**config.mk**
```make
export PLATFORM = sky130hd
export DESIGN_NAME = x86_branch_target_decode_flat
export DESIGN_NICKNAME = d
export VERILOG_FILES = /design/src/rtl/xbtd_pkg.sv /design/src/rtl/xbtd_if.sv /design/src/rtl/xbtd_filter.sv /design/src/rtl/xbtd_drain.sv /design/src/rtl/x86_branch_target_decode.sv /design/src/flat_wrapper.sv
export SDC_FILE = /design/constraint.sdc
export NUM_CORES = 1
export LEC_CHECK = 0
export ABC_AREA = 1
export BUFFER_PORTS_ARGS = -buffer_cell sky130_fd_sc_hd__buf_2
export CORE_MARGIN = 4
export CORE_UTILIZATION = 30
export DETAILED_ROUTE_END_ITERATION = 8
export PLACE_DENSITY = 0.49
export SYNTH_ARGS = -nofsm -noshare
export SYNTH_HDL_FRONTEND = slang
export SYNTH_SLANG_ARGS = --single-unit
```
**constraint.sdc**
```tcl
create_clock -name clk -period 3.9 [get_ports clk]
set_input_delay 0.585 -clock clk [delete_from_list [all_inputs] [get_ports clk]]
set_output_delay 0.585 -clock clk [all_outputs]
set_load 0.01 [all_outputs]
```
**src/rtl/xbtd_pkg.sv**
```systemverilog
// ---------------------------------------------------------------------------
// xbtd_pkg - shared types and constants for the x86 branch target decoder
// Window geometry, header length, opcode bytes and the request bundle that
// travels from the filter stage to the output drain.
// ---------------------------------------------------------------------------
package xbtd_pkg;

  // Payload positions are grouped into blocks of this size (power of two)
  localparam int unsigned BLOCK_SIZE = 65536;
  localparam int unsigned BLOCK_BITS = $clog2(BLOCK_SIZE);

  localparam int unsigned WIN_LEN  = 6;
  localparam int unsigned IDX_W    = $clog2(WIN_LEN);
  localparam int unsigned HDR_LEN  = 4;
  localparam int unsigned FILL_LEN = WIN_LEN - 1;
  localparam int unsigned CNT_W    = 3;

  // Branch opcodes and markers
  localparam logic [7:0] OP_CALL     = 8'hE8;
  localparam logic [7:0] OP_JMP      = 8'hE9;
  localparam logic [7:0] OP_ESC      = 8'h0F;
  localparam logic [3:0] OP_JCC_HI   = 4'h8;
  localparam logic [7:0] TAIL_ZERO   = 8'h00;
  localparam logic [7:0] TAIL_ONES   = 8'hFF;
  localparam logic [7:0] XOR_KEY     = 8'd176;

  // Rewrite arithmetic works on the low 25 bits (24 bits plus sign)
  localparam int unsigned ADDR_W = 25;

  typedef logic [WIN_LEN-1:0][7:0] window_t;

  // Output bundle: window snapshot drained from start_idx down
  typedef struct packed {
    logic             load;
    window_t          bytes;
    logic [IDX_W-1:0] start_idx;
    logic             to_zero;
    logic             ends;
  } bundle_t;

endpackage

```
**src/rtl/xbtd_if.sv**
```systemverilog
// ---------------------------------------------------------------------------
// xbtd_if - valid/ready channels of the x86 branch target decoder
// Input channel carries stream bytes, output channel restored bytes.
// ---------------------------------------------------------------------------
interface xbtd_in_if;
  logic       valid;
  logic       ready;
  logic [7:0] in_byte;
  logic       in_last;

  modport source (output valid, output in_byte, output in_last, input ready);
  modport sink   (input valid, input in_byte, input in_last, output ready);
endinterface

interface xbtd_out_if;
  logic       valid;
  logic       ready;
  logic [7:0] out_byte;
  logic       out_last;

  modport source (output valid, output out_byte, output out_last, input ready);
  modport sink   (input valid, input out_byte, input out_last, output ready);
endinterface

```
**src/rtl/xbtd_filter.sv**
```systemverilog
// ---------------------------------------------------------------------------
// xbtd_filter - input register, stream state and window rewrite
// Collects the header, shifts payload bytes into the six-byte window,
// restores branch targets and hands the resulting bytes to the drain.
// ---------------------------------------------------------------------------
module xbtd_filter (
  input  logic            clk,
  input  logic            rst_n,
  xbtd_in_if.sink         in_ch,
  input  logic            bundle_free,
  output xbtd_pkg::bundle_t bundle
);

  // Input register
  logic       in_valid_r;
  logic [7:0] in_byte_r;
  logic       in_last_r;

  // Stream state
  xbtd_pkg::window_t                win_r, win_nxt;
  logic [31:0]                      base_r, base_nxt;
  logic [31:0]                      pos_r, pos_nxt;
  logic [xbtd_pkg::CNT_W-1:0]       hdr_cnt_r, hdr_cnt_nxt;
  logic [xbtd_pkg::CNT_W-1:0]       fill_cnt_r, fill_cnt_nxt;

  logic                             in_hdr;
  logic                             go;
  xbtd_pkg::window_t                win_shift;
  xbtd_pkg::window_t                win_fix;
  logic                             head_ok, tail_ok, same_blk;
  logic [xbtd_pkg::ADDR_W-1:0]      raw_addr, rel_addr;
  logic [31:0]                      pos_inc;

  assign in_hdr = hdr_cnt_r < xbtd_pkg::CNT_W'(xbtd_pkg::HDR_LEN);
  // Header bytes never produce output, so they need no free drain
  assign go = in_valid_r && (in_hdr || bundle_free);
  // No request is taken while reset is held
  assign in_ch.ready = rst_n && (!in_valid_r || go);

  always_ff @(posedge clk) begin
    if (!rst_n) begin
      in_valid_r <= 1'b0;
    end else if (in_ch.ready) begin
      in_valid_r <= in_ch.valid;
    end
  end

  always_ff @(posedge clk) begin
    if (in_ch.valid && in_ch.ready) begin
      in_byte_r <= in_ch.in_byte;
      in_last_r <= in_ch.in_last;
    end
  end

  // Window with the new byte shifted in at index 0
  assign win_shift = {win_r[xbtd_pkg::WIN_LEN-2:0], in_byte_r};
  assign pos_inc   = pos_r + 32'd1;

  // Branch pattern test on the shifted window
  assign head_ok = (win_shift[4] == xbtd_pkg::OP_CALL) ||
                   (win_shift[4] == xbtd_pkg::OP_JMP) ||
                   (win_shift[5] == xbtd_pkg::OP_ESC &&
                    win_shift[4][7:4] == xbtd_pkg::OP_JCC_HI);
  assign tail_ok = (win_shift[0] == xbtd_pkg::TAIL_ZERO) ||
                   (win_shift[0] == xbtd_pkg::TAIL_ONES);
  // Newest sits at pos_r, oldest five earlier: same block unless we crossed
  assign same_blk = pos_r[xbtd_pkg::BLOCK_BITS-1:0] >=
                    xbtd_pkg::BLOCK_BITS'(xbtd_pkg::FILL_LEN);

  // Absolute to relative target, 25 bits are enough for the result
  assign raw_addr = {win_shift[0][0],
                     win_shift[3] ^ xbtd_pkg::XOR_KEY,
                     win_shift[2] ^ xbtd_pkg::XOR_KEY,
                     win_shift[1] ^ xbtd_pkg::XOR_KEY};
  assign rel_addr = raw_addr - pos_inc[xbtd_pkg::ADDR_W-1:0]
                    - base_r[xbtd_pkg::ADDR_W-1:0];

  always_comb begin
    win_fix = win_shift;
    if (head_ok && tail_ok && same_blk) begin
      win_fix[3] = rel_addr[7:0];
      win_fix[2] = rel_addr[15:8];
      win_fix[1] = rel_addr[23:16];
      win_fix[0] = {8{rel_addr[xbtd_pkg::ADDR_W-1]}};
    end
  end

  // Next state and output bundle
  always_comb begin
    win_nxt      = win_r;
    base_nxt     = base_r;
    pos_nxt      = pos_r;
    hdr_cnt_nxt  = hdr_cnt_r;
    fill_cnt_nxt = fill_cnt_r;
    bundle       = '0;
    if (go) begin
      if (in_hdr) begin
        base_nxt    = {base_r[23:0], in_byte_r};
        hdr_cnt_nxt = hdr_cnt_r + 1'b1;
      end else if (fill_cnt_r < xbtd_pkg::CNT_W'(xbtd_pkg::FILL_LEN)) begin
        pos_nxt          = pos_inc;
        win_nxt          = win_shift;
        fill_cnt_nxt     = fill_cnt_r + 1'b1;
        // Short stream: flush what is held, oldest first
        bundle.load      = in_last_r;
        bundle.bytes     = win_shift;
        bundle.start_idx = xbtd_pkg::IDX_W'(fill_cnt_r);
        bundle.to_zero   = 1'b1;
        bundle.ends      = 1'b1;
      end else begin
        pos_nxt          = pos_inc;
        win_nxt          = win_fix;
        bundle.load      = 1'b1;
        bundle.bytes     = win_fix;
        bundle.start_idx = xbtd_pkg::IDX_W'(xbtd_pkg::WIN_LEN - 1);
        bundle.to_zero   = in_last_r;
        bundle.ends      = in_last_r;
      end
      // End of stream: back to the reset state
      if (in_last_r) begin
        base_nxt     = '0;
        pos_nxt      = '0;
        hdr_cnt_nxt  = '0;
        fill_cnt_nxt = '0;
      end
    end
  end

  always_ff @(posedge clk) begin
    if (!rst_n) begin
      base_r     <= '0;
      pos_r      <= '0;
      hdr_cnt_r  <= '0;
      fill_cnt_r <= '0;
    end else begin
      base_r     <= base_nxt;
      pos_r      <= pos_nxt;
      hdr_cnt_r  <= hdr_cnt_nxt;
      fill_cnt_r <= fill_cnt_nxt;
    end
  end

  always_ff @(posedge clk) begin
    win_r <= win_nxt;
  end

  // Output only comes once the header is complete
  a_load_after_hdr: assert property (@(posedge clk) disable iff (!rst_n)
    bundle.load |-> hdr_cnt_r == xbtd_pkg::CNT_W'(xbtd_pkg::HDR_LEN))
    else $error("output request before header complete");

  // Window filling only starts after the header
  a_fill_after_hdr: assert property (@(posedge clk) disable iff (!rst_n)
    fill_cnt_r != '0 |-> hdr_cnt_r == xbtd_pkg::CNT_W'(xbtd_pkg::HDR_LEN))
    else $error("payload counted during header");

  // Last byte returns stream state to reset
  a_end_clears: assert property (@(posedge clk) disable iff (!rst_n)
    go && in_last_r |=> hdr_cnt_r == '0 && fill_cnt_r == '0 && pos_r == '0)
    else $error("stream state not cleared after last byte");

endmodule

```
**src/rtl/xbtd_drain.sv**
```systemverilog
// ---------------------------------------------------------------------------
// xbtd_drain - output register for restored bytes
// Holds one window snapshot and sends its bytes one request per cycle
// while out_ch.ready is high, oldest first.
// ---------------------------------------------------------------------------
module xbtd_drain (
  input  logic              clk,
  input  logic              rst_n,
  input  xbtd_pkg::bundle_t bundle,
  output logic              bundle_free,
  xbtd_out_if.source        out_ch
);

  logic                       valid_r;
  logic [xbtd_pkg::IDX_W-1:0] idx_r;
  logic                       to_zero_r;
  logic                       ends_r;
  xbtd_pkg::window_t          bytes_r;
  logic                       at_stop;
  logic                       fire;

  assign at_stop     = !to_zero_r || idx_r == '0;
  assign fire        = valid_r && out_ch.ready;
  assign bundle_free = !valid_r || (fire && at_stop);

  assign out_ch.valid    = valid_r;
  assign out_ch.out_byte = bytes_r[idx_r];
  assign out_ch.out_last = ends_r && idx_r == '0;

  // Walk the snapshot down toward the newest byte
  always_ff @(posedge clk) begin
    if (!rst_n) begin
      valid_r <= 1'b0;
    end else if (bundle.load) begin
      valid_r <= 1'b1;
    end else if (fire && at_stop) begin
      valid_r <= 1'b0;
    end
  end

  always_ff @(posedge clk) begin
    if (bundle.load) begin
      bytes_r   <= bundle.bytes;
      idx_r     <= bundle.start_idx;
      to_zero_r <= bundle.to_zero;
      ends_r    <= bundle.ends;
    end else if (fire && !at_stop) begin
      idx_r <= idx_r - 1'b1;
    end
  end

  // A new snapshot never overwrites bytes still waiting
  a_load_when_free: assert property (@(posedge clk) disable iff (!rst_n)
    bundle.load |-> bundle_free)
    else $error("drain overwritten while busy");

  // A single-byte request always sends the oldest window byte
  a_single_oldest: assert property (@(posedge clk) disable iff (!rst_n)
    valid_r && !to_zero_r |-> idx_r == xbtd_pkg::IDX_W'(xbtd_pkg::WIN_LEN - 1))
    else $error("single-byte request not at oldest slot");

endmodule

```
**src/rtl/x86_branch_target_decode.sv**
```systemverilog
// ---------------------------------------------------------------------------
// x86_branch_target_decode - x86 call/jump target restore, decode side
// Top level: filter stage feeding the output drain.
// ---------------------------------------------------------------------------
// Usage:
//   in_ch  takes one stream byte per request, in_last on the final byte.
//          The first four bytes of a stream are a big-endian base address;
//          the rest is payload passed through a six-byte window.
//   out_ch gives restored payload bytes, out_last on the final one.
// Path: a byte that pushes a result out of the full window enters the input
//   register, then loads the output register, and out_ch takes it there.
//   Steady state: one byte per cycle while out_ch.ready is high.
// Stream end: the last byte flushes up to six bytes, one per cycle while
//   out_ch.ready is high, from the single output register. Meanwhile the
//   next stream's header bytes keep flowing, and its first payload byte
//   waits in the input register.
// Reset: rst_n low clears all stream state but the window and holds
//   in_ch.ready low; the next byte starts a header.
// Stall: when out_ch.ready is low the result holds in the output register,
//   the input register still takes one byte, then in_ch.ready drops.
//   Header bytes keep flowing since they produce no output.
// ---------------------------------------------------------------------------
module x86_branch_target_decode (
  input  logic        clk,
  input  logic        rst_n,
  xbtd_in_if.sink     in_ch,
  xbtd_out_if.source  out_ch
);

  xbtd_pkg::bundle_t bundle;
  logic              bundle_free;

  xbtd_filter u_filter (
    .clk         (clk),
    .rst_n       (rst_n),
    .in_ch       (in_ch),
    .bundle_free (bundle_free),
    .bundle      (bundle)
  );

  xbtd_drain u_drain (
    .clk         (clk),
    .rst_n       (rst_n),
    .bundle      (bundle),
    .bundle_free (bundle_free),
    .out_ch      (out_ch)
  );

endmodule
```
**src/flat_wrapper.sv**
```systemverilog
// flat-port wrapper written by rule: the top's interface ports become plain ports
module x86_branch_target_decode_flat 
  (clk, rst_n, in_ch_valid, in_ch_in_byte, in_ch_in_last, in_ch_ready, out_ch_valid, out_ch_out_byte, out_ch_out_last, out_ch_ready);
  xbtd_in_if in_ch_i ();
  xbtd_out_if out_ch_i ();
  input  logic clk;
  input  logic rst_n;
  input wire logic [$bits(in_ch_i.valid)-1:0] in_ch_valid;
  input wire logic [$bits(in_ch_i.in_byte)-1:0] in_ch_in_byte;
  input wire logic [$bits(in_ch_i.in_last)-1:0] in_ch_in_last;
  output wire logic [$bits(in_ch_i.ready)-1:0] in_ch_ready;
  output wire logic [$bits(out_ch_i.valid)-1:0] out_ch_valid;
  output wire logic [$bits(out_ch_i.out_byte)-1:0] out_ch_out_byte;
  output wire logic [$bits(out_ch_i.out_last)-1:0] out_ch_out_last;
  input wire logic [$bits(out_ch_i.ready)-1:0] out_ch_ready;
  assign in_ch_i.valid = in_ch_valid;
  assign in_ch_i.in_byte = in_ch_in_byte;
  assign in_ch_i.in_last = in_ch_in_last;
  assign in_ch_ready = in_ch_i.ready;
  assign out_ch_valid = out_ch_i.valid;
  assign out_ch_out_byte = out_ch_i.out_byte;
  assign out_ch_out_last = out_ch_i.out_last;
  assign out_ch_i.ready = out_ch_ready;
  x86_branch_target_decode u_core (.clk(clk), .rst_n(rst_n), .in_ch(in_ch_i), .out_ch(out_ch_i));
endmodule
```
== Word-level counts from Yosys, hierarchy flattened ==
Cells that the tools add are included.

* Register bits after elaboration: 167
* Latch bits: 0
* RAM bits: 0
* ROM bits: 0
* Bits of input ports: 13
* Output and inout bits: 11
* Memories: 0

* $add $sub $neg: 6
* Multiply operators: 0
* Div/mod/pow operators: 0
* $lt $le $gt $ge: 4
* Equality and inequality tests: 6
* Shift operators: 0
* Mux-type cells: 20
* Bitwise logic cells: 5
* Reduce and logical (&&, ||, !) cells: 32

{| class="wikitable"
|+ Operator list
! kind !! count
|-
| $mux 54 || 3
|-
| $mux 32 || 4
|-
| $mux 25 || 2
|-
| $sub 25x25->25 || 2
|-
| $add 32x1->32 const B || 1
|-
| $bmux 8 s3 || 1
|-
| $eq 8x8->1 const B || 3
|-
| $mux 3 || 7
|-
| $ge 16x3->1 const B || 1
|-
| $logic_and 1x1->1 || 10
|-
| $not 3->3 || 3
|-
| $eq 8x4->1 const B || 1
|-
| $logic_not 8->1 || 1
|-
| $mux 8 || 1
|-
| $reduce_bool 2->1 || 4
|-
| $logic_or 1x1->1 || 7
|-
| $add 3x1->3 const B || 2
|-
| $lt 3x3->1 const B || 2
|-
| $reduce_and 2->1 || 3
|-
| $eq 4x4->1 const B || 1
|-
| $logic_not 1->1 || 4
|-
| $lt 3x4->1 const B || 1
|-
| $logic_not 3->1 || 1
|-
| $reduce_and 3->1 || 1
|-
| 5 further kinds || 7
|}

== Logic depth before layout (Yosys ltp) ==
Gate-level depths: netlist (run 1).

* Depth after elaboration: 10
* Gate-level depth with buffers: 24
* Gate-level depth less buffers: 24

== Modules after synthesis ==
From an unflattened synthesis (run 1), not the netlist that was laid out.

* Cells, all modules: 1267
* Area, all modules: 9854.5 µm²

{| class="wikitable"
|+ Modules (own cells, without submodules)
! module !! instances !! cells each !! area an instance (µm²) !! seq. area each (µm²)
|-
| xbtd_filter || 1 || 1071 || 7573.5 || 2612.5
|-
| xbtd_drain || 1 || 196 || 2280.9 || 1611.5
|}

== Worst setup path after synthesis (run 1) ==
No wires, ideal clock.

* Path type: register to register
* Start: reg u_core.u_drain.idx_r[0] in the netlist's numbering
* End: reg u_core.u_drain.idx_r[0] in the netlist's numbering, enable pin
* Library setup time: 0.344 ns
* Arrival time: 3.438 ns
* Data required time: 3.556 ns
* Path slack: 0.118 ns
* Stages on the path, launching flop included: 14
* Buffers on the path: 1
* Path through: edfxtp_1 inv_1 clkbuf_1 ha_1 nand2_1 nand2_1 a21boi_1 nand2_1 nand2_1 inv_2 nand2_4 a21oi_2 inv_1 o21ai_0

{| class="wikitable"
|+ RTL lines
! what !! RTL line !! source
|-
| from (decl) || xbtd_drain.sv:15 || <nowiki>logic [xbtd_pkg::IDX_W-1:0] idx_r;</nowiki>
|-
| from (signal assigned) || xbtd_drain.sv:44 || <nowiki>idx_r <= bundle.start_idx;</nowiki>
|-
| from (signal assigned) || xbtd_drain.sv:48 || <nowiki>idx_r <= idx_r - 1'b1;</nowiki>
|}

== Worst setup path after layout (run 1) ==
* Start: reg u_core.u_filter.pos_r[1]
* End: reg u_core.u_drain.bytes_r[1] in the netlist's numbering, data pin

* Cells in the longest elaborated chain, start to end: 5
* Elaborated cells between the ends (all ways): 7
* Those cells by class: 3 x add/sub; 1 x order compare; 2 x mux; 1 x reduce/logical

{| class="wikitable"
|+ Ends and longest elaborated chain
! what !! RTL line !! source
|-
| from (decl) || xbtd_filter.sv:22 || <nowiki>logic [31:0] pos_r, pos_nxt;</nowiki>
|-
| from (signal assigned) || xbtd_filter.sv:137 || <nowiki>pos_r <= pos_nxt;</nowiki>
|-
| $add 32x1->32 || xbtd_filter.sv:57 || <nowiki>assign pos_inc = pos_r + 32'd1;</nowiki>
|-
| $sub 25x25->25 || xbtd_filter.sv:75 || <nowiki>assign rel_addr = raw_addr - pos_inc[xbtd_pkg::ADDR_W-1:0]</nowiki>
|-
| $sub 25x25->25 || xbtd_filter.sv:76 || <nowiki>- base_r[xbtd_pkg::ADDR_W-1:0];</nowiki>
|-
| $mux 32 * || xbtd_filter.sv:80 || <nowiki>if (head_ok && tail_ok && same_blk) begin</nowiki>
|-
| $mux 54 * || xbtd_filter.sv:100 || <nowiki>end else if (fill_cnt_r < xbtd_pkg::CNT_W'(xbtd_pkg::FILL_LEN)) begin</nowiki>
|-
| to (signal assigned) || xbtd_drain.sv:43 || <nowiki>bytes_r <= bundle.bytes;</nowiki>
|-
| to (decl) || xbtd_drain.sv:18 || <nowiki>xbtd_pkg::window_t bytes_r;</nowiki>
|}

Mark *: on every way between the ends. The rest lies on a longest branch, timed or not.
A chain may end at the register's enable or synchronous reset.

==> results of run 1 <==
how the worst max path moves through the flow:
stage,end,depth (start not counted)
after floorplan,u_core.u_drain.idx_r[0]$_DFFE_PP_,13
after global placement,u_core.u_drain.bytes_r[4]$_SDFFCE_PN0P_,21
after detailed placement,u_core.u_drain.bytes_r[4]$_SDFFCE_PN0P_,21
after CTS,u_core.u_drain.bytes_r[1]$_SDFFCE_PN0P_,21
after global routing,u_core.u_drain.bytes_r[2]$_SDFFCE_PN0P_,21
final,u_core.u_drain.bytes_r[1]$_SDFFCE_PN0P_,21
report_power, final:
part / leakage (nW) / internal (mW) / switching (mW)
Clock: 0.283 / 0.856 / 0.800
Combinational: 2.80 / 0.0354 / 0.0819
Sequential: 1.47 / 1.78 / 0.0162
cell type report:
class / count / area (sq um)
timing repair buffer: 41 / 250
multi-input combinational: 810 / 4540
tap: 396 / 495
sequential: 159 / 4210
fill: 3206 / 20100
clock inverter: 14 / 146
inverter: 184 / 691
clock buffer: 18 / 429
metal layers:
| layer | routed length, microns | part of all wire | global-route usage |
|---|---|---|---|
| met5 | 0 | 0 | 0 |
| met1 | 13000 | 0.48 | 0.230 |
| met3 | 1140 | 0.042 | 0.0257 |
| met2 | 12400 | 0.46 | 0.259 |
| met4 | 471 | 0.017 | 0.0402 |
timing repair:
action                     CTS  global route
buffers inserted             0             2
hold buffers                 0             0
setup endpoints to repair    0            39
gates resized for setup      0            31
sequential cells by signal, indices dropped and copies added (netlist names):
| signal | flops |
|---|---|
| u_core.u_drain.bytes_r | 48 |
| u_core.u_drain.idx_r | 3 |
| u_core.u_drain.out_ch.valid | 1 |
| u_core.u_drain.to_zero_r | 1 |
| u_core.u_filter.base_r | 25 |
| u_core.u_filter.fill_cnt_r | 3 |
| u_core.u_filter.hdr_cnt_r | 3 |
| u_core.u_filter.in_byte_r | 8 |
| u_core.u_filter.in_last_r | 1 |
| u_core.u_filter.in_valid_r | 1 |
| u_core.u_filter.pos_r | 25 |
| u_core.u_filter.raw_addr | 15 |
| u_core.u_filter.win_fix | 16 |
| u_core.u_filter.win_r | 9 |
kinds of logic (layout without fill, tap and decap cells):
| logic type | count (synthesis) | count (layout) | share of synthesized area |
|---|---|---|---|
| DFF | 159 | 159 | 0.444 |
| xor gates and xnor gates | 37 | 37 | 0.0343 |
| AOI/OAI and AO/OA | 178 | 178 | 0.0984 |
| adders and majority gates | 57 | 57 | 0.0946 |
| buffers and inverters | 214 | 257 | 0.0886 |
| and+or+nand+nor | 537 | 538 | 0.240 |
critical path, delay by kind of cell, from the launching register on:
| kind | cells | cell delay, ns |
|---|---|---|
| simple gates | 13 | 1.66 |
| fa+ha+maj | 3 | 0.99 |
| compound gates | 1 | 0.21 |
| buf+inv | 3 | 0.21 |
| flops | 1 | 0.37 |
| xor+xnor | 1 | 0.13 |
placed cells by master, fill, tap and decap left out, types with 3 or more instances in the layout:
cell type / n
edfxtp_1: 101
o21ai_0: 57
nor2_2: 5
o21bai_1: 3
nor2_1: 112
ha_1: 30
nand2_2: 6
nor2_4: 5
buf_4: 18
or2_2: 11
nor3_2: 3
o22ai_1: 9
a21oi_2: 5
nor3_1: 7
inv_8: 6
a21oi_1: 96
nand4_1: 21
buf_2: 23
o21ai_1: 4
clkbuf_16: 17
dfxtp_4: 3
xnor2_1: 12
xor2_1: 23
inv_2: 6
nand3_1: 43
nand3_2: 3
inv_1: 177
nand2_1: 314
dfxtp_2: 4
fa_1: 24
dfxtp_1: 51
==> qor.txt, run 1 <==
Routed Wire Length - 27,100 microns
Clock skew - 0.0165 ns
Drt wl/cell - 16.7 microns
Die height - 185 microns
Synth Register Bits - 159
Avg Cell Area, Syn - 7.99 sq um
DP Cell Count - 1,587
Grt total ovfl - 0
Vias per Instance - 4.72
Hold_sp - in_ch_in_byte[2]
Top post-synthesis cells by count - nand2_1 (315), inv_1 (177), nor2_1 (114)
Max Clock Freq - 268 MHz
Sequential area share after synthesis - 0.444
Area growth, synth to finish - 13.9%
Port Buf Inserts - 23
Critical path origin - u_core.u_filter.pos_r[1]$_SDFFE_PN0P_
IO Count - 24
Critical R2R Launch - u_core.u_filter.pos_r[1]$_SDFFE_PN0P_
Post-synth EDFFs - 101
Tightest Pin Transition - 1.15 ns
Element type at the critical path start - flip-flop
Cell count of the worst hold path - 1
CTS H-Tree Depth - 4
Syn Std Cell Area - 9450 sq um
Slowest-stage cell, CP - fa_1
Initial drt markers - 475
Final net count - 1,283
Rows - 64
Vias in the first global route - 7,576
Rel. slew slack - 0.234
Initial Util - 0.306
Main synth FF type - edfxtp_1
Arrival time of the worst setup path - 4.00 ns
Worst r2r dst - u_core.u_drain.bytes_r[1]$_SDFFCE_PN0P_
Pin count of the biggest net entering global routing - 56
Post-Layout Cell Count - 1,622
Status - complete, no violations
Core area - 30,800 sq um
Diodes inserted - 0
Part of the cycle the worst path needs - 0.957
R2r setup slk - 0.17 ns
Top-count cell post-synth - nand2_1
Placed cell area - 10,000 sq um
Leakage - 4.55 nW
Slew Viols, Final - 0
CTS max path bufs - 2
CTS root buf - clkbuf_16
Routed Antenna Nets - 0
Total power draw - 3.57 mW
Cell area after layout - 10,800 sq um
Worst Path Max Fanout - 8
Yosys cell types - 38
Finished Core Util - 0.349
# DRC - 0
Critical Path RT - 4.17 ns
Worst Reg-to-Reg Cells - 21
Max stage delay on crit path - 0.49 ns
Hold EP - u_core.u_filter.in_byte_r[2]$_DFFE_PP_
GPL Wtd Cong - 0.923
Hold crit path type - in2reg
Warnings, synthesis - 0
Die width - 185 microns
Pre-CTS setup slack - 0.126 ns
Initial antenna violation count - 0
Synth area leaders - edfxtp_1 (32%), nand2_1 (13%), dfxtp_1 (12%), inv_1 (7.0%), a21oi_1 (5.2%)
Die area - 34,400 sq um
TritonCTS clock tree - yes
Drt pass-1 iters - 5
Vias after detailed routing - 7,649
Setup_tns - 0 ns
CP Class - reg2reg
Reg clk slew, reported paths - 0.07 ns
Worst setup EP type - flip-flop
Clock sink count - 159
Fin Hold WS - 0.321 ns
Cell taking the most area after synthesis - edfxtp_1
Power per cell area - 332 nW/um^2
Max Cap Viol - 0
Net Count, Synth - 1,252
Final worst slack - 0.169 ns
Asr flop ratio synth - 0
Worst VDD drop - 0.246 mV
Aggregate global-route resource usage - 0.162
CP Cell Sequence - ha_4 > nand2_2 > nor2_4 > nand2_4 > nor2_4 > nand2_1 > nor2_1 > xor2_2 > fa_1 > inv_1 > ha_1 > inv_1 > nor3_4 > nand2_1 > nor2_1 > nand2_1 > inv_1 > nor2_1 > nand3_2 > nand3_4 > a21oi_1
Detailed placement HPWL - 20,700 microns
Top-area cell type share of the netlist area - 0.321
Clock latency at the later pin of the worst-skew pair - 0.44 ns
Min Clock Period, post-route - 3.73 ns
Fraction of layout cells with a size suffix above 1 - 0.110
Setup violations, final - 0
First-pass GRT wire length - 42,800 microns
Cells after Synth - 1,182
Final hold viol count - 0
Cts bufs inserted - 17
No activity file was read; power rests on OpenSTA's default activity.
==> run 2: changes to the inputs <==
BUFFER_PORTS_ARGS = -buffer_cell sky130_fd_sc_hd__buf_4   (was -buffer_cell sky130_fd_sc_hd__buf_2)
CELL_PAD_IN_SITES_DETAIL_PLACEMENT = 2   (was unset)
CELL_PAD_IN_SITES_GLOBAL_PLACEMENT = 2   (was unset)
GPL_TIMING_DRIVEN = 1   (was unset)
PLACE_DENSITY = 0.71   (was 0.49)
==> qor.txt, run 2 (synthesis results as in run 1) <==
Status - complete, no violations (unchanged)
Fin Hold WS - 0.315 ns (was 0.321 ns)
Initial drt markers - 426 (was 475)
# DRC - 0 (unchanged)
Max Clock Freq - 270 MHz (was 268 MHz)
Max Cap Viol - 0 (unchanged)
Critical Path RT - 4.07 ns (was 4.17 ns)
Initial antenna violation count - 0 (unchanged)
CTS root buf - clkbuf_16 (unchanged)
Final hold viol count - 0 (unchanged)
Final net count - 1,306 (was 1,283)
Sw Ratio - 0.266 (was 0.252)
Drt pass-1 iters - 4 (was 5)
P_int - 2.69 mW (was 2.67 mW)
Die width - 185 microns (unchanged)
Detailed placement HPWL - 26,100 microns (was 20,700 microns)
Aggregate global-route resource usage - 0.201 (was 0.162)
Element type at the critical path start - flip-flop (unchanged)
Clock sink count - 159 (unchanged)
Net Switching - 0.974 mW (was 0.898 mW)
Die area - 34,400 sq um (unchanged)
Fraction of layout cells with a size suffix above 1 - 0.149 (was 0.110)
# hold bufs at CTS - 0 (unchanged)
GPL Wtd Cong - 0.873 (was 0.923)
Diodes inserted - 0 (unchanged)
Pin count of the biggest net entering global routing - 56 (unchanged)
CTS H-Tree Depth - 4 (unchanged)
Combinational cell fraction of total power - 0.038 (was 0.033)
Rows - 64 (unchanged)
Reg clk slew, reported paths - 0.08 ns (was 0.07 ns)
Min Clock Period, post-route - 3.71 ns (was 3.73 ns)
Core area - 30,800 sq um (unchanged)
Clock latency at the later pin of the worst-skew pair - 0.44 ns (about the same)
CP Class - reg2reg (unchanged)
Largest register by flop count - u_core.u_drain.bytes_r (unchanged)
Leakage - 4.69 nW (was 4.55 nW)
Clk pwr share - 0.471 (was 0.464)
Most common cell after layout, fill and taps aside - nand2_1 (unchanged)
Cts bufs inserted - 17 (unchanged)
Die height - 185 microns (unchanged)
CTS max path bufs - 2 (unchanged)
Routed Wire Length - 34,100 microns (was 27,100 microns)
Tightest Pin Transition - 1.04 ns (was 1.15 ns)
Worst setup EP type - flip-flop (unchanged)
Initial Util - 0.306 (unchanged)
Area growth, synth to finish - 17.7% (was 13.9%)
Setup_tns - 0 ns (unchanged)
Vias after detailed routing - 8,138 (was 7,649)
Reg power frac - 0.491 (was 0.503)
Routed Antenna Nets - 0 (unchanged)
Power per cell area - 329 nW/um^2 (was 332 nW/um^2)
IO Count - 24 (unchanged)
First-pass GRT wire length - 52,200 microns (was 42,800 microns)
TritonCTS clock tree - yes (unchanged)
Grt total ovfl - 0 (unchanged)
Vias in the first global route - 8,779 (was 7,576)
Slew Viols, Final - 0 (unchanged)
Drt wl/cell - 20.7 microns (was 16.7 microns)
Worst Path Max Fanout - 8 (unchanged)
Rel. slew slack - 0.306 (was 0.234)
Worst VDD drop - 0.251 mV (was 0.246 mV)
Vias per Instance - 4.95 (was 4.72)
Part of the cycle the worst path needs - 0.951 (was 0.957)
Clock skew - 0.0241 ns (was 0.0165 ns)
Max FFs per register - 48 (unchanged)
Port Buf Inserts - 23 (unchanged)
Hold crit path type - in2reg (unchanged)
Setup violations, final - 0 (unchanged)
Arrival time of the worst setup path - 3.87 ns (was 4.00 ns)
Commonest non-fill, non-tap cells in the layout - nand2_1 (308), inv_1 (176), nor2_1 (106) (was nand2_1 (314), inv_1 (177), nor2_1 (112))
Largest regs - u_core.u_drain.bytes_r: 48 flops, u_core.u_filter.base_r: 25 flops, u_core.u_filter.pos_r: 25 flops (unchanged)
## run 2: layout make-up
cell class | instances | area, sq um
Sequential cell | 159 | 4200
Inverter | 184 | 691
Tap cell | 396 | 495
Clock inverter | 15 | 161
Fill cell | 3460 | 19700
Multi-Input combinational cell | 810 | 4660
Timing Repair Buffer | 64 | 480
Clock buffer | 17 | 425
## run 2: worst paths after layout
check	from	end	slack, ns	cells past startpoint
setup / recovery	u_core.u_filter.pos_r[1]$_SDFFE_PN0P_	u_core.u_drain.bytes_r[2]$_SDFFCE_PN0P_	0.19	22
setup reg to reg	u_core.u_filter.pos_r[1]$_SDFFE_PN0P_	u_core.u_drain.bytes_r[2]$_SDFFCE_PN0P_	0.19	22
hold reg to reg	u_core.u_filter.win_fix[32]$_DFFE_PP_	u_core.u_filter.win_fix[40]$_DFFE_PP_	0.47	0
hold / removal	in_ch_in_byte[5]	u_core.u_filter.in_byte_r[5]$_DFFE_PP_	0.32	1
## run 2: layer usage
layer  global-route usage  wire length (microns)
met5                    0                      0
met4               0.0467                    540
met3               0.0234                    968
met2                0.346                  16900
met1                0.271                  15700
## run 2: what timing repair did
action / in CTS / in global routing
buffers inserted: 1 / 1
cloned: 1 / 0
setup endpoints to repair: 10 / 47
pin swaps: 2 / 9
gates resized for setup: 8 / 49
## run 2: worst max-delay path: stages, from the launching register on
cell     delay, ns
dfxtp_2       0.36
ha_4          0.15
nand2_2       0.07
nor2_4        0.13
nand2_4       0.10
nor2_4        0.11
nand4_1       0.12
nor2_2        0.17
xor2_2        0.11
fa_1          0.56
inv_2         0.05
ha_4          0.24
buf_4         0.15
nand2_2       0.11
inv_1         0.06
nand2_1       0.09
nand2_1       0.10
a21oi_2       0.19
nand2_1       0.08
nor2_2        0.15
nand3_4       0.13
nand3_4       0.15
a21oi_1       0.09
## run 2: power groups by stage
stage                     Sequential (mW)  Combinational (mW)  Clock [mW]
after floorplan                      1.83              0.0817           0
after global placement               1.84               0.127           0
after detailed placement             1.84               0.133           0
after CTS                            1.80               0.137        1.75
after global routing                 1.80               0.154        1.82
final                                1.80               0.139        1.73
## run 2: stage by stage
stage	instances	cell area (sq um)	power (mW)	util	setup WS [ns]
CTS	1644	10900	3.68	0.354	0.000761
global placement	1610	10300	1.96	0.333	0.130
finish	1645	11100	3.66	0.361	0.193
global route	1645	11100	3.78	0.361	-0.0379
floorplan	1182	9450	1.91	-	0.118
detailed placement	1610	10300	1.97	0.333	-0.0486
==> run 3: changes to the inputs <==
ABC_AREA = unset   (was 1)
PLACE_DENSITY = 0.66   (was 0.71)
==> qor.txt, run 3 <==
Slew Viols, Final - 0 (unchanged)
Clock latency at the later pin of the worst-skew pair - 0.44 ns (about the same)
Initial antenna violation count - 0 (unchanged)
Final hold viol count - 0 (unchanged)
Combinational cell fraction of total power - 0.041 (was 0.038)
Net Count, Synth - 979 (was 1,252)
Reg clk slew, reported paths - 0.07 ns (was 0.08 ns)
Clock skew - 0.0165 ns (was 0.0241 ns)
Clk pwr share - 0.463 (was 0.471)
Top-count cell post-synth - edfxtp_1 (was nand2_1)
Worst Path Max Fanout - 8 (unchanged)
Pre-CTS setup slack - -0.323 ns (was -0.0486 ns)
Sequential area share after synthesis - 0.463 (was 0.444)
Initial Util - 0.305 (was 0.306)
Power per cell area - 301 nW/um^2 (was 329 nW/um^2)
Synth Area in Compound Gates - 0.150 (was 0.0984)
# hold bufs at CTS - 0 (unchanged)
Core area - 29,700 sq um (was 30,800 sq um)
Routed Antenna Nets - 0 (unchanged)
Top-area cell type share of the netlist area - 0.335 (was 0.321)
Finished Core Util - 0.405 (was 0.361)
Final net count - 1,121 (was 1,306)
Area growth, synth to finish - 32.8% (was 17.7%)
Max Cap Viol - 0 (unchanged)
Die area - 33,100 sq um (was 34,400 sq um)
Detailed placement HPWL - 23,300 microns (was 26,100 microns)
Largest regs - u_core.u_drain.bytes_r: 48 flops, u_core.u_filter.base_r: 25 flops, u_core.u_filter.pos_r: 25 flops (unchanged)
Largest family of logic cells by synthesized area - simple AND/OR/NAND/NOR gates (unchanged)
Leakage - 4.87 nW (was 4.69 nW)
Fraction of layout cells with a size suffix above 1 - 0.313 (was 0.149)
Aggregate global-route resource usage - 0.204 (was 0.201)
Sw Ratio - 0.244 (was 0.266)
Avg Cell Area, Syn - 9.97 sq um (was 7.99 sq um)
CTS root buf - clkbuf_16 (unchanged)
Hold crit path type - in2reg (unchanged)
Synth area leaders - edfxtp_1 (33%), dfxtp_1 (13%), fa_1 (5.3%), ha_1 (4.6%), inv_1 (3.7%) (was edfxtp_1 (32%), nand2_1 (13%), dfxtp_1 (12%), inv_1 (7.0%), a21oi_1 (5.2%))
Pin count of the biggest net entering global routing - 79 (was 56)
Min Clock Period, post-route - 4.25 ns (was 3.71 ns)
Cts bufs inserted - 17 (unchanged)
Vias per Instance - 5.23 (was 4.95)
Arrival time of the worst setup path - 4.56 ns (was 3.87 ns)
Multiplexer share of the synthesized area - 0.0380 (was 0)
Syn Std Cell Area - 9060 sq um (was 9450 sq um)
Cell area after layout - 12,000 sq um (was 11,100 sq um)
# DRC - 0 (unchanged)
GPL Wtd Cong - 0.830 (was 0.873)
Drt pass-1 iters - 4 (unchanged)
Cell taking the most area after synthesis - edfxtp_1 (unchanged)
Cells after Synth - 909 (was 1,182)
Commonest non-fill, non-tap cells in the layout - buf_4 (155), edfxtp_1 (101), inv_1 (80), nor2_1 (80), nand2_1 (56) (was nand2_1 (308), inv_1 (176), nor2_1 (106))
Net Switching - 0.885 mW (was 0.974 mW)
Largest register by flop count - u_core.u_drain.bytes_r (unchanged)
Violated checks - setup timing
Die width - 182 microns (was 185 microns)
Diodes inserted - 0 (unchanged)
Most common cell after layout, fill and taps aside - buf_4 (was nand2_1)
Rows - 63 (was 64)
CP Class - reg2reg (unchanged)
CTS H-Tree Depth - 4 (unchanged)
TritonCTS clock tree - yes (unchanged)
Setup violations, final - 29 (was 0)
Worst setup EP type - flip-flop (unchanged)
Rel. slew slack - 0.496 (was 0.306)
Main synth FF type - edfxtp_1 (unchanged)
Grt total ovfl - 0 (unchanged)
Top post-synthesis cells by count - edfxtp_1 (101), inv_1 (90), nor2_1 (87) (was nand2_1 (315), inv_1 (177), nor2_1 (114))
Warnings, synthesis - 0 (unchanged)
RSZ-0062 raised after global routing - true
Synth Area in XOR/XNOR - 0.0406 (was 0.0343)
Vias in the first global route - 8,426 (was 8,779)
IO Count - 24 (unchanged)
Reg power frac - 0.496 (was 0.491)
Synthesized-area fraction occupied by adder cells - 0.0986 (was 0.0946)
Tightest Pin Transition - 0.756 ns (was 1.04 ns)
Synth Register Bits - 159 (unchanged)
Post-synth EDFFs - 101 (unchanged)
Drt wl/cell - 24.1 microns (was 20.7 microns)
Part of the cycle the worst path needs - 1.09 (was 0.951)
Asr flop ratio synth - 0 (unchanged)
Clock sink count - 159 (unchanged)
Synth Area in Simple Gates - 0.152 (was 0.240)
Final worst slack - -0.352 ns (was 0.193 ns)
Placed cell area - 10,600 sq um (was 10,300 sq um)
P_int - 2.74 mW (was 2.69 mW)
Die height - 182 microns (was 185 microns)
Vias after detailed routing - 7,606 (was 8,138)
Worst VDD drop - 0.278 mV (was 0.251 mV)
Element type at the critical path start - flip-flop (unchanged)
Initial drt markers - 505 (was 426)
Yosys cell types - 60 (was 38)
Status - finished with violations (was complete, no violations)
Routed Wire Length - 35,100 microns (was 34,100 microns)
Total power draw - 3.63 mW (was 3.66 mW)
Critical Path RT - 4.21 ns (was 4.07 ns)
Max FFs per register - 48 (unchanged)
CTS max path bufs - 2 (unchanged)
Port Buf Inserts - 23 (unchanged)
First-pass GRT wire length - 51,700 microns (was 52,200 microns)
Max Clock Freq - 235 MHz (was 270 MHz)
## run 3: cell count changes after synthesis, sizes merged, moves of 14 or more
cell	change
a22oi	+37
mux2i	+14
and2	+34
inv	-93
nor2	-35
nand2	-258
nand3	-25
clkbuf	+25
a21oi	-52
## run 3: cell type report
class / count / area (sq um)
Sequential cell: 159 / 4210
Clock buffer: 18 / 439
Fill cell: 3119 / 17700
Inverter: 91 / 342
Multi-Input combinational cell: 613 / 5050
Timing Repair Buffer: 169 / 1370
Tap cell: 390 / 488
Clock inverter: 14 / 130
## run 3: power by group through the flow
stage               Sequential [mW]  Combinational [mW]  Clock [mW]
floorplan                      1.83              0.0738           0
global placement               1.84               0.129           0
detailed placement             1.84               0.133           0
CTS                            1.80               0.137        1.71
global route                   1.80               0.160        1.79
finish                         1.80               0.147        1.68
## run 3: worst max-delay path, stage by stage, from the launching register on
cell       delay [ns]
dfxtp_4          0.37
ha_4             0.15
nand2_4          0.05
or4_4            0.56
or2_4            0.32
buf_12           0.14
nor2_4           0.11
xor2_2           0.20
fa_1             0.50
inv_2            0.10
ha_4             0.22
o221ai_2         0.20
a31oi_2          0.08
a311oi_2         0.26
buf_4            0.17
mux2i_4          0.32
clkbuf_16        0.22
o211a_1          0.15
## run 3: worst paths after layout
kind / slack (ns) / cells past startpoint / start / to
setup / recovery: -0.35 / 17 / u_core.u_filter.pos_r[1]$_SDFFE_PN0P_ / u_core.u_drain.bytes_r[7]$_SDFFCE_PN0P_
hold / removal: 0.31 / 1 / in_ch_in_last / u_core.u_filter.in_last_r$_DFFE_PP_
setup reg to reg: -0.35 / 17 / u_core.u_filter.pos_r[1]$_SDFFE_PN0P_ / u_core.u_drain.bytes_r[7]$_SDFFCE_PN0P_
hold reg to reg: 0.47 / 0 / u_core.u_filter.win_fix[39]$_DFFE_PP_ / u_core.u_filter.win_fix[47]$_DFFE_PP_
## run 3: repair_timing
| item | in CTS | in global routing |
|---|---|---|
| pin swaps | 30 | 36 |
| endpoints found under the setup margin | 38 | 48 |
| setup buffers | 16 | 8 |
| gates cloned | 0 | 1 |
| gates resized for setup | 69 | 76 |
## run 3: per-stage QoR
stage | TNS [ns] | std cells | hold slack (ns)
floorplan | -1.04 | 909 | 0.417
global placement | -2.45 | 1398 | 0.431
detailed placement | -6.73 | 1398 | 0.444
CTS | -3.66 | 1445 | 0.294
global route | -11.58 | 1454 | 0.292
finish | -6.68 | 1454 | 0.315
## run 3: cells by family after synthesis
family / count (synthesis)
buffers and inverters: 137
flip-flops: 159
multiplexers: 23
AO/OA/AOI/OAI: 212
adder cells (fa/ha/maj): 57
XOR/XNOR: 42
AND/OR/NAND/NOR: 279
## run 3: per-layer routing
layer / wire length, microns / vias to the layer above / share of wire / global-route usage
met5: 0 / - / 0 / 0
met4: 840 / 0 / 0.024 / 0.0513
met3: 1070 / 50 / 0.030 / 0.0341
met2: 18300 / 122 / 0.52 / 0.366
met1: 14900 / 3936 / 0.42 / 0.254
li1: - / 3498 / - / -
